`src/design/spkcbc_pkg.sv`:
```
package spkcbc_pkg;

  // Word and rotation constants of Speck128/128
  localparam int WORD_W    = 64;
  localparam int ROT_A     = 8;
  localparam int ROT_B     = 3;
  localparam int CFG_IDX_W = 3;

  // Configuration register indexes
  localparam logic [CFG_IDX_W-1:0] REG_KEY_FIRST  = 3'd0;
  localparam logic [CFG_IDX_W-1:0] REG_KEY_SECOND = 3'd1;
  localparam logic [CFG_IDX_W-1:0] REG_IV_LEFT    = 3'd2;
  localparam logic [CFG_IDX_W-1:0] REG_IV_RIGHT   = 3'd3;
  localparam logic [CFG_IDX_W-1:0] REG_DECRYPT    = 3'd4;

  typedef logic [WORD_W-1:0] word_t;

  // Controller to datapath
  typedef struct packed {
    logic load;
    logic expand;
    logic round;
    logic finish;
  } ctrl_cmd_t;

  // Datapath to controller
  typedef struct packed {
    logic exp_last;
    logic rnd_last;
  } dp_status_t;

  function automatic word_t ror64(input word_t v, input int unsigned s);
    return (v >> s) | (v << (WORD_W - s));
  endfunction

  function automatic word_t rol64(input word_t v, input int unsigned s);
    return (v << s) | (v >> (WORD_W - s));
  endfunction

endpackage

```
`src/design/spkcbc_ctrl.sv`:
```
module spkcbc_ctrl (
  input  logic                   clk,
  input  logic                   rst_n,
  input  logic                   in_valid,
  output logic                   in_ready,
  output logic                   out_valid,
  input  logic                   out_ready,
  input  spkcbc_pkg::dp_status_t status,
  output spkcbc_pkg::ctrl_cmd_t  cmd
);
  import spkcbc_pkg::*;

  localparam logic [1:0] S_IDLE   = 2'd0;
  localparam logic [1:0] S_EXPAND = 2'd1;
  localparam logic [1:0] S_ROUND  = 2'd2;
  localparam logic [1:0] S_DONE   = 2'd3;

  logic [1:0] state_r, state_nxt;
  logic       out_valid_r, out_valid_nxt;

  // Sequence one item: expand keys, run rounds, hand over the result
  always_comb begin
    state_nxt = state_r;
    in_ready  = 1'b0;
    cmd       = '0;
    unique case (state_r)
      S_IDLE: begin
        in_ready = rst_n;
        if (in_valid && rst_n) begin
          cmd.load  = 1'b1;
          state_nxt = S_EXPAND;
        end
      end
      S_EXPAND: begin
        cmd.expand = 1'b1;
        if (status.exp_last) begin
          state_nxt = S_ROUND;
        end
      end
      S_ROUND: begin
        cmd.round = 1'b1;
        if (status.rnd_last) begin
          state_nxt = S_DONE;
        end
      end
      S_DONE: begin
        if (!out_valid_r || out_ready) begin
          cmd.finish = 1'b1;
          state_nxt  = S_IDLE;
        end
      end
      default: state_nxt = S_IDLE;
    endcase
  end

  // Output register: fill on finish, drop when taken
  always_comb begin
    out_valid_nxt = out_valid_r;
    if (cmd.finish) begin
      out_valid_nxt = 1'b1;
    end else if (out_ready) begin
      out_valid_nxt = 1'b0;
    end
  end

  always_ff @(posedge clk) begin
    if (!rst_n) begin
      state_r     <= S_IDLE;
      out_valid_r <= 1'b0;
    end else begin
      state_r     <= state_nxt;
      out_valid_r <= out_valid_nxt;
    end
  end

  assign out_valid = out_valid_r;

  a_accept_expands: assert property (@(posedge clk) disable iff (!rst_n)
    (in_valid && in_ready) |=> (state_r == S_EXPAND))
    else $error("accepted item did not start key expansion");

  a_finish_free: assert property (@(posedge clk) disable iff (!rst_n)
    cmd.finish |-> (!out_valid_r || out_ready))
    else $error("result overwrote an untaken result");

  a_rounds_done: assert property (@(posedge clk) disable iff (!rst_n)
    (state_r == S_ROUND && status.rnd_last) |=> (state_r == S_DONE))
    else $error("last round did not lead to hand-over");

  a_valid_source: assert property (@(posedge clk) disable iff (!rst_n)
    $rose(out_valid_r) |-> $past(state_r == S_DONE))
    else $error("result shown without a finished item");

endmodule

```
`config.mk`:
```
export PLATFORM = sky130hd
export DESIGN_NAME = spkcbc_ctrl
export DESIGN_NICKNAME = d
export VERILOG_FILES = /design/src/design/spkcbc_pkg.sv /design/src/design/spkcbc_ctrl.sv
export SDC_FILE = /design/constraint.sdc
export NUM_CORES = 1
export LEC_CHECK = 0
export BUFFER_PORTS_ARGS = -buffer_cell sky130_fd_sc_hd__buf_2
export CORE_AREA = 2 2 39 41
export DETAILED_ROUTE_END_ITERATION = 8
export DIE_AREA = 0 0 41 43
export GPL_ROUTABILITY_DRIVEN = 0
export GPL_TIMING_DRIVEN = 0
export PLACE_DENSITY_LB_ADDON = 0.08
export SETUP_SLACK_MARGIN = 0.02
export SKIP_CTS_REPAIR_TIMING = 1
export SKIP_LAST_GASP = 1
export SLEW_MARGIN = 30
export SYNTH_ARGS = -nofsm -noshare
export SYNTH_HDL_FRONTEND = slang
export SYNTH_SLANG_ARGS = --single-unit
```
`constraint.sdc`:
```
create_clock -name clk -period 1.9 [get_ports clk]
set_input_delay 0.19 -clock clk [delete_from_list [all_inputs] [get_ports clk]]
set_output_delay 0.19 -clock clk [all_outputs]
set_load 0.1 [all_outputs]
```
==> flow_summary.rst, run 1 <==
.. list-table::
   :header-rows: 1

   * - Metric
     - Value
   * - Outcome
     - finished, final reports clean
   * - Height of the chip
     - 43 µm
   * - Clock latency of the later-clocked register in the worst-skew pair
     - 0.24 ns
   * - Fraction of registers with async set/reset
     - 0
   * - Synthesized cell area
     - 273 µm²
   * - Commonest cells in the synthesized netlist
     - ha_1 (5), dfxtp_1 (3), nand2_1 (3)
   * - Final Skew
     - 0.00391 ns
   * - Highest achievable clock rate
     - 585 MHz
   * - Share of post-route cells with drive strength above 1
     - 0.488
   * - P per Cell Area
     - 1790 nW/µm²
   * - Endpoint class of the critical path
     - primary output
   * - Gr ovfl total
     - 0
   * - Number of buffers on the longest clock path
     - 2
   * - Reg clk slew, reported paths
     - 0.04 ns
   * - Die outline area
     - 1760 µm²
   * - Actual slew at the worst max-slew pin
     - 0.486 ns
   * - Final setup margin
     - 0.191 ns
   * - Share of the synthesized area in the top cell type
     - 0.229
   * - Max capacitance violation total
     - 0
   * - Post-Route Hold Slack
     - 0.250 ns
   * - Most frequently used flop master after synthesis
     - dfxtp_1
   * - Core area
     - 1380 µm²
   * - Compound-gate portion of the synthesized area
     - 0.188
   * - Critical Path RT
     - 1.71 ns
   * - Post-synthesis sequential area ratio
     - 0.220
   * - Area occupied by registers
     - 60.1 µm²
   * - Setup Viol. Count Final
     - 0
   * - Site Rows
     - 14
   * - DP Wirelength
     - 444 µm
   * - Period Utilization, post-route
     - 0.900
   * - Cell at the root of the clock tree
     - clkbuf_4
   * - Post-placement worst setup slack
     - 0.396 ns
   * - #FFs+latches synth
     - 3
   * - Post-Synth XOR/XNOR Area
     - 0
   * - Antenna cells
     - 0
   * - Setup repair after global routing missed its margin
     - false
   * - Slew headroom
     - 0.678
   * - Final Hold Viols
     - 0
   * - Critical path class
     - register to primary output
   * - Multiplexer share of the synthesized area
     - 0.0734
   * - Ports
     - 12
   * - Period minus WS final
     - 1.71 ns
   * - Number of antenna violations at the first check in global routing
     - 0
   * - Vias in the first global route
     - 208
   * - Depth of the CTS H-tree
     - 1
   * - Wire length after detailed routing
     - 523 µm
   * - Routed length per placed instance
     - 9.18 µm
   * - Final max-slew violation count
     - 0
   * - WP data arrival
     - 1.52 ns
   * - Global-route wire length before repair
     - 869 µm
   * - Number of input and output port buffers inserted
     - 11
   * - Post-synthesis adder-cell area fraction
     - 0.229
   * - Most frequent cell after synthesis
     - ha_1
   * - Total power of the final layout
     - 674 µW
   * - Area occupied by multi-input gates
     - 200 µm²
   * - Hold WC Path Type
     - primary input to register
   * - Initial core utilization
     - 0.197
   * - All-layer global routing usage
     - 0.0772
   * - Signed area change from the synthesized netlist to the final layout
     - 38.1%
   * - Setup crit start kind
     - register
   * - Clock tree from TritonCTS
     - done
   * - Remaining antenna violation count after routing
     - 0
   * - Cells after Synth
     - 26
   * - Number of buffers inserted during clock tree synthesis
     - 3
   * - Number of remaining DRC errors
     - 0
   * - Post-route cell area
     - 377 µm²
   * - First-pass DRT Iterations
     - 3
   * - Number of DRC markers in iteration 0
     - 5
   * - Sum of negative setup slack
     - 0 ns
   * - Number of clock sinks
     - 3
   * - Leakage
     - 0.000181 µW
   * - Ratio of routed vias to standard cells
     - 3.88
   * - Number of synthesized flops with an enable pin
     - 0
   * - Worst IR Drop VDD
     - 0.000531 V
   * - Post-synth net total
     - 37
   * - Largest net degree at the start of global routing
     - 9
   * - Synthesized area per cell
     - 10.5 µm²
   * - Final #Nets
     - 53
   * - Main combinational cell family by area after synthesis
     - simple AND/OR/NAND/NOR gates
   * - Warning count from the yosys run
     - 0
   * - Total via count after detailed routing
     - 221
   * - Unique masters post-synth
     - 14
   * - Basic-gate share of the synthesized area counting and, or, nand and nor cells
     - 0.234
   * - Die Width
     - 41 µm
   * - Post-DP Area
     - 350 µm²
   * - Layout fillers
     - 168
   * - Cells taking the most area after synthesis
     - ha_1 (23%), dfxtp_1 (22%), a2111oi_4 (10%)
   * - Library cell occupying the most area in the post-synthesis netlist
     - ha_1
   * - Critical-path maximum fanout
     - 4
cells by family after synthesis:
| kind of cell | count (synthesis) |
|---|---|
| AO/OA/AOI/OAI | 4 |
| adder cells (fa/ha/maj) | 5 |
| buffers and inverters | 3 |
| flip-flops | 3 |
| multiplexers | 2 |
| AND/OR/NAND/NOR | 9 |
stage by stage:
step	cells	utilization
finish	57	0.272
CTS	57	0.272
global route	57	0.272
global placement	53	0.253
floorplan	26	-
detailed placement	53	0.253
cell type report:
class	instances	share of cell area
Tap cell	16	0.0532
Inverter	2	0.0199
Clock buffer	4	0.0698
Multi-Input combinational cell	20	0.532
Sequential cell	3	0.159
Timing Repair Buffer	11	0.146
Buffer	1	0.0199
final timing paths:
kind	from	to	slack, ns	depth (start not counted)
worst min register to register	state_r[1]	state_r[1]	0.50	2
worst min-delay path	rst_n	out_valid	0.25	2
worst max-delay path	state_r[0]	cmd[0]	0.19	4
worst max register to register	state_r[1]	state_r[0]	0.41	5
cell usage in the layout, fill, tap and decap left out:
cell type / netlist / layout
ha_1: 5 / 4
buf_4: 1 / 1
nor2b_1: 2 / 2
o21a_1: 1 / 1
nor2b_4: 2 / 2
buf_2: 0 / 11
dfxtp_1: 3 / 3
clkbuf_1: 0 / 1
o21ai_0: 1 / 1
and2_1: 1 / 1
mux2i_1: 2 / 2
inv_1: 2 / 2
nand2_1: 3 / 3
a21boi_2: 1 / 1
and3_1: 1 / 1
ha_2: 0 / 1
clkbuf_4: 0 / 3
a2111oi_4: 1 / 1
sequential cells by signal, summed over array words and instances (netlist names):
signal / cells
out_valid: 1
state_r: 2
critical path, stage by stage, from the launching register on:
cell and delay (ns):
dfxtp_1 0.38, ha_1 0.25, nor2b_1 0.15, buf_4 0.10
buf_2 0.41
routing by layer:
layer | global-route usage | vias up | part of all wire
met4 | 0.0200 | 0 | 0
met3 | 0.0785 | 0 | 0.14
met2 | 0.106 | 9 | 0.47
li1 | - | 115 | -
met1 | 0.0799 | 97 | 0.39
met5 | 0 | - | 0
where the power goes:
group | switching, µW | total [µW] | internal, µW
Combinational | 335 | 458 | 123
Sequential | 19.6 | 102 | 82.4
Clock | 35.4 | 114 | 78.8
(Power assumes the default switching activity.)
==> run 2, diff against run 1 <==
--- a/config.mk
+++ b/config.mk
@@ -12,6 +12,7 @@
 export GPL_ROUTABILITY_DRIVEN = 0
 export GPL_TIMING_DRIVEN = 0
 export PLACE_DENSITY_LB_ADDON = 0.08
+export RECOVER_POWER = 25
 export SETUP_SLACK_MARGIN = 0.02
 export SKIP_CTS_REPAIR_TIMING = 1
 export SKIP_LAST_GASP = 1
==> run 2 against run 1 <==
Via count stayed put. Maximum frequency hardly changed. Worst hold slack stayed put. Critical endpoint unchanged.
==> flow_summary.rst, run 2 (same netlist as run 1, synthesis figures left out) <==
.. list-table::
   :header-rows: 1

   * - Metric
     - Value
   * - P per Cell Area
     - 1790 nW/µm²
   * - Largest net degree at the start of global routing
     - 9
   * - Reg clk slew, reported paths
     - 0.04 ns
   * - Final Hold Viols
     - 0
   * - Sum of negative setup slack
     - 0 ns
   * - Cell at the root of the clock tree
     - clkbuf_4
   * - Remaining antenna violation count after routing
     - 0
   * - Largest register FFs
     - 2
   * - Setup slack of the worst register-to-register path
     - 0.41 ns
   * - Period minus WS final
     - 1.71 ns
   * - Hold WC Path Type
     - primary input to register
   * - Critical Path RT
     - 1.71 ns
   * - Routed length per placed instance
     - 9.21 µm
   * - Critical path class
     - register to primary output
   * - Setup crit start kind
     - register
   * - Number of antenna violations at the first check in global routing
     - 0
   * - Highest achievable clock rate
     - 585 MHz
   * - Number of remaining DRC errors
     - 0
   * - Die outline area
     - 1760 µm²
   * - Final #Nets
     - 53
   * - Global-route wire length before repair
     - 869 µm
   * - Wire length after detailed routing
     - 525 µm
   * - WP data arrival
     - 1.52 ns
   * - Share of post-route cells with drive strength above 1
     - 0.463
   * - Commonest non-fill, non-tap cells in the layout
     - buf_2 (10), ha_1 (4), nand2_1 (3), clkbuf_4 (3), dfxtp_1 (3)
   * - Number of DRC markers in iteration 0
     - 5
   * - Period Utilization, post-route
     - 0.900
   * - Final max-slew violation count
     - 0
   * - Number of input and output port buffers inserted
     - 11
   * - Number of buffers on the longest clock path
     - 2
   * - Initial core utilization
     - 0.197
   * - Ports
     - 12
   * - Gr ovfl total
     - 0
   * - Worst IR Drop VDD
     - 0.000531 V
   * - First-pass DRT Iterations
     - 3
   * - Critical-path maximum fanout
     - 4
   * - Actual slew at the worst max-slew pin
     - 1.16 ns
   * - Largest register by flop count
     - state_r
   * - Outcome
     - finished, final reports clean
   * - Leakage
     - 0.000177 µW
   * - Leading cell type in the layout, fill and taps excluded
     - buf_2
   * - Site Rows
     - 14
   * - Core area
     - 1380 µm²
   * - Height of the chip
     - 43 µm
   * - Setup Viol. Count Final
     - 0
   * - Vias in the first global route
     - 208
   * - Setup repair after global routing missed its margin
     - false
   * - Number of clock sinks
     - 3
   * - Number of buffers inserted during clock tree synthesis
     - 3
   * - Clock latency of the later-clocked register in the worst-skew pair
     - 0.24 ns
   * - Max capacitance violation total
     - 0
   * - Die Width
     - 41 µm
   * - Antenna cells
     - 0
   * - Endpoint class of the critical path
     - primary output
   * - Post-layout util
     - 0.271
   * - Total via count after detailed routing
     - 221
   * - DP Wirelength
     - 444 µm
   * - Signed area change from the synthesized netlist to the final layout
     - 37.6%
   * - Slew headroom
     - 0.231
   * - Clock tree from TritonCTS
     - done
   * - Final Skew
     - 0.00391 ns
   * - Ratio of routed vias to standard cells
     - 3.88
   * - Depth of the CTS H-tree
     - 1
   * - All-layer global routing usage
     - 0.0772
run 2: worst paths after layout:
check	startpoint	endpoint	depth (start not counted)
min reg2reg	state_r[1]	state_r[1]	2
min	rst_n	out_valid	2
max	state_r[0]	cmd[0]	4
max reg2reg	state_r[1]	state_r[0]	5
run 2: stage by stage:
stage / setup slack [ns] / total power, µW / hold slack, ns / instance area, µm² / instances
3_3_place_gp: 0.419 / 564 / 0.502 / 350 / 53
4_1_cts: 0.156 / 689 / 0.246 / 377 / 57
2_1_floorplan: 0.0253 / 511 / 0.308 / 275 / 26
6_report: 0.191 / 674 / 0.250 / 375 / 57
3_5_place_dp: 0.396 / 568 / 0.500 / 350 / 53
5_1_grt: 0.0687 / 727 / 0.261 / 375 / 57
run 2: worst max-delay path, cell delays in order, from the launching register on:
cell	delay [ns]
dfxtp_1	0.38
ha_1	0.25
nor2b_1	0.15
buf_4	0.10
buf_2	0.41
run 2: routing by layer:
metal	part of all wire	track usage
met1	0.39	0.0799
met2	0.47	0.106
met3	0.14	0.0785
met4	0	0.0200
met5	0	0
run 2: power by group:
group / internal, µW / switching, µW
registers: 82.4 / 19.7
logic: 123 / 335
clock network: 78.8 / 35.4
run 2: area by class of cell:
cell class,instances,area (µm²)
Multi-Input combinational cell,20,200
Buffer,1,7.51
Inverter,2,7.51
Tap cell,16,20.0
Timing Repair Buffer,11,53.8
Clock buffer,4,26.3
Sequential cell,3,60.1
Fill cell,167,1010
==> run 3, diff against run 2 <==
--- a/config.mk
+++ b/config.mk
@@ -5,12 +5,14 @@
 export SDC_FILE = /design/constraint.sdc
 export NUM_CORES = 1
 export LEC_CHECK = 0
+export ABC_AREA = 1
 export BUFFER_PORTS_ARGS = -buffer_cell sky130_fd_sc_hd__buf_2
 export CORE_AREA = 2 2 39 41
 export DETAILED_ROUTE_END_ITERATION = 8
 export DIE_AREA = 0 0 41 43
 export GPL_ROUTABILITY_DRIVEN = 0
 export GPL_TIMING_DRIVEN = 0
+export MAX_ROUTING_LAYER = met4
 export PLACE_DENSITY_LB_ADDON = 0.08
 export RECOVER_POWER = 25
 export SETUP_SLACK_MARGIN = 0.02
==> run 3 against run 2 <==
Clock skew decreased by 0.0029 ns. Register-to-register slack better by 0.24 ns. Die area unchanged. Synthesized cell count up 54%. Highest routed layer unchanged.
==> flow_summary.rst, run 3 <==
.. list-table::
   :header-rows: 1

   * - Metric
     - Value
   * - Library cell occupying the most area in the post-synthesis netlist
     - ha_1
   * - Largest register FFs
     - 2
   * - Number of buffers on the longest clock path
     - 2
   * - Vias in the first global route
     - 229
   * - Cells taking the most area after synthesis
     - ha_1 (23%), dfxtp_1 (22%), nand2_1 (15%)
   * - Period minus WS final
     - 1.70 ns
   * - Total via count after detailed routing
     - 254
   * - Height of the chip
     - 43 µm
   * - Cell type of the slowest stage on the worst timing path
     - buf_2
   * - Largest register by flop count
     - state_r
   * - Delay-heaviest family, CP
     - buffers and inverters
   * - Commonest cells in the synthesized netlist
     - nand2_1 (11), inv_1 (9), nor2_1 (6)
   * - Final Skew
     - 0.00100 ns
   * - Layout fillers
     - 165
   * - Number of remaining DRC errors
     - 0
   * - Antenna cells
     - 0
   * - Final max-slew violation count
     - 0
   * - Wire length after detailed routing
     - 507 µm
   * - Ratio of routed vias to standard cells
     - 3.58
   * - Number of DRC markers in iteration 0
     - 2
   * - DP Wirelength
     - 439 µm
   * - Global-route wire length before repair
     - 779 µm
   * - Remaining antenna violation count after routing
     - 0
   * - Core area
     - 1380 µm²
   * - Number of input and output port buffers inserted
     - 11
   * - Post-synthesis sequential area ratio
     - 0.224
   * - Fraction of registers with async set/reset
     - 0
   * - Cell count along the critical path
     - 5
   * - Buf+Inv Stages, Crit Path
     - 3
   * - Reg clk slew, reported paths
     - 0.03 ns
   * - Number of clock sinks
     - 3
   * - Worst hold path stage count
     - 3
   * - Highest achievable clock rate
     - 588 MHz
   * - Post-synth net total
     - 51
   * - Leading cell type in the layout, fill and taps excluded
     - nand2_1
   * - Most frequently used flop master after synthesis
     - dfxtp_1
   * - Number of synthesized flops with an enable pin
     - 0
   * - Ports
     - 12
   * - Commonest non-fill, non-tap cells in the layout
     - nand2_1 (11), buf_2 (10), inv_1 (9)
   * - Final #Nets
     - 67
   * - Setup crit start kind
     - register
   * - All-layer global routing usage
     - 0.0677
   * - Cell at the root of the clock tree
     - clkbuf_4
   * - Slew headroom
     - 0.643
   * - Critical path class
     - register to primary output
   * - Cells after Synth
     - 40
   * - Hold WC Path Type
     - primary input to register
   * - #FFs+latches synth
     - 3
   * - Gr ovfl total
     - 0
   * - Clock latency of the later-clocked register in the worst-skew pair
     - 0.23 ns
   * - Setup repair after global routing missed its margin
     - false
   * - Critical-path maximum fanout
     - 4
   * - Signed area change from the synthesized netlist to the final layout
     - 38.8%
   * - Clock tree from TritonCTS
     - done
   * - Routed length per placed instance
     - 7.14 µm
   * - Largest net degree at the start of global routing
     - 6
   * - First-pass DRT Iterations
     - 2
   * - WP data arrival
     - 1.51 ns
   * - Warning count from the yosys run
     - 0
   * - Die outline area
     - 1760 µm²
   * - Period Utilization, post-route
     - 0.894
   * - Initial core utilization
     - 0.193
   * - R2r worst-path depth
     - 8
   * - Sum of negative setup slack
     - 0 ns
   * - Synthesized cell area
     - 268 µm²
   * - Number of antenna violations at the first check in global routing
     - 0
   * - Die Width
     - 41 µm
   * - Actual slew at the worst max-slew pin
     - 0.538 ns
   * - Cell chain of the critical path
     - ha_1, inv_1, a21oi_1, buf_4, buf_2
   * - Unique masters post-synth
     - 11
   * - Max capacitance violation total
     - 0
   * - Synthesized area per cell
     - 6.69 µm²
   * - Critical Path RT
     - 1.71 ns
   * - Site Rows
     - 14
   * - Share of post-route cells with drive strength above 1
     - 0.345
   * - Depth of the CTS H-tree
     - 1
   * - Number of buffers inserted during clock tree synthesis
     - 3
   * - Outcome
     - finished, final reports clean
   * - Share of the synthesized area in the top cell type
     - 0.234
   * - Endpoint class of the critical path
     - primary output
   * - Setup Viol. Count Final
     - 0
   * - Final Hold Viols
     - 0
   * - Delay contributed by the slowest stage of the critical path
     - 0.41 ns
   * - Most frequent cell after synthesis
     - nand2_1
-- run 3: cell count changes after synthesis, sizes merged, moves of 2 or more --
cell | previous run | this run
nand2 | 3 | 12
nor2 | 0 | 7
mux2i | 2 | 0
inv | 2 | 9
nor2b | 4 | 0
-- run 3: layout make-up --
type / instances / area (µm²) / share of cell area
Multi-Input combinational cell: 27 / 169 / 0.455
Sequential cell: 3 / 60.1 / 0.162
Timing Repair Buffer: 11 / 55.1 / 0.148
Inverter: 9 / 33.8 / 0.0909
Clock buffer: 4 / 26.3 / 0.0707
Tap cell: 16 / 20.0 / 0.0539
Buffer: 1 / 7.51 / 0.0202
-- run 3: through the flow --
step | setup WS (ns) | instance area (µm²) | hold slack (ns) | cells | util
3_3_place_gp | 0.395 | 345 | 0.476 | 67 | 0.250
2_1_floorplan | 0.155 | 270 | 0.310 | 40 | -
5_1_grt | 0.105 | 372 | 0.241 | 71 | 0.269
6_report | 0.201 | 372 | 0.232 | 71 | 0.269
4_1_cts | 0.160 | 372 | 0.227 | 71 | 0.269
3_5_place_dp | 0.411 | 345 | 0.473 | 67 | 0.250
-- run 3: per-layer routing --
metal	track usage	routed length, µm
met1	0.0764	216
met2	0.0938	255
met3	0.0157	35
met4	0.0600	0
met5	-	0
-- run 3: cell families after synthesis --
family	after synthesis	share of synthesized area
compound gates	2	0.0467
fa+ha+maj	5	0.234
buf+inv	10	0.154
simple gates	20	0.341
flops	3	0.224
-- run 3: worst paths after layout --
path,startpoint,endpoint,slack [ns]
worst max register to register,state_r[0],state_r[0],0.65
worst max-delay path,state_r[0],cmd[0],0.20
worst min-delay path,rst_n,state_r[1],0.23
worst min register to register,out_valid,out_valid,0.51
-- run 3: worst reg2reg max path, stage by stage (launching register included) --
cell and delay, ns:
dfxtp_1 0.38, inv_1 0.10, ha_1 0.23, nand2_1 0.07
nand2_1 0.08, nor2_4 0.14, nand2_1 0.06, nand2_1 0.05
nor2_1 0.04
Power of run 3 is not shown: default switching activity piles up to over one toggle a cycle in this logic, so the estimate is an artifact.
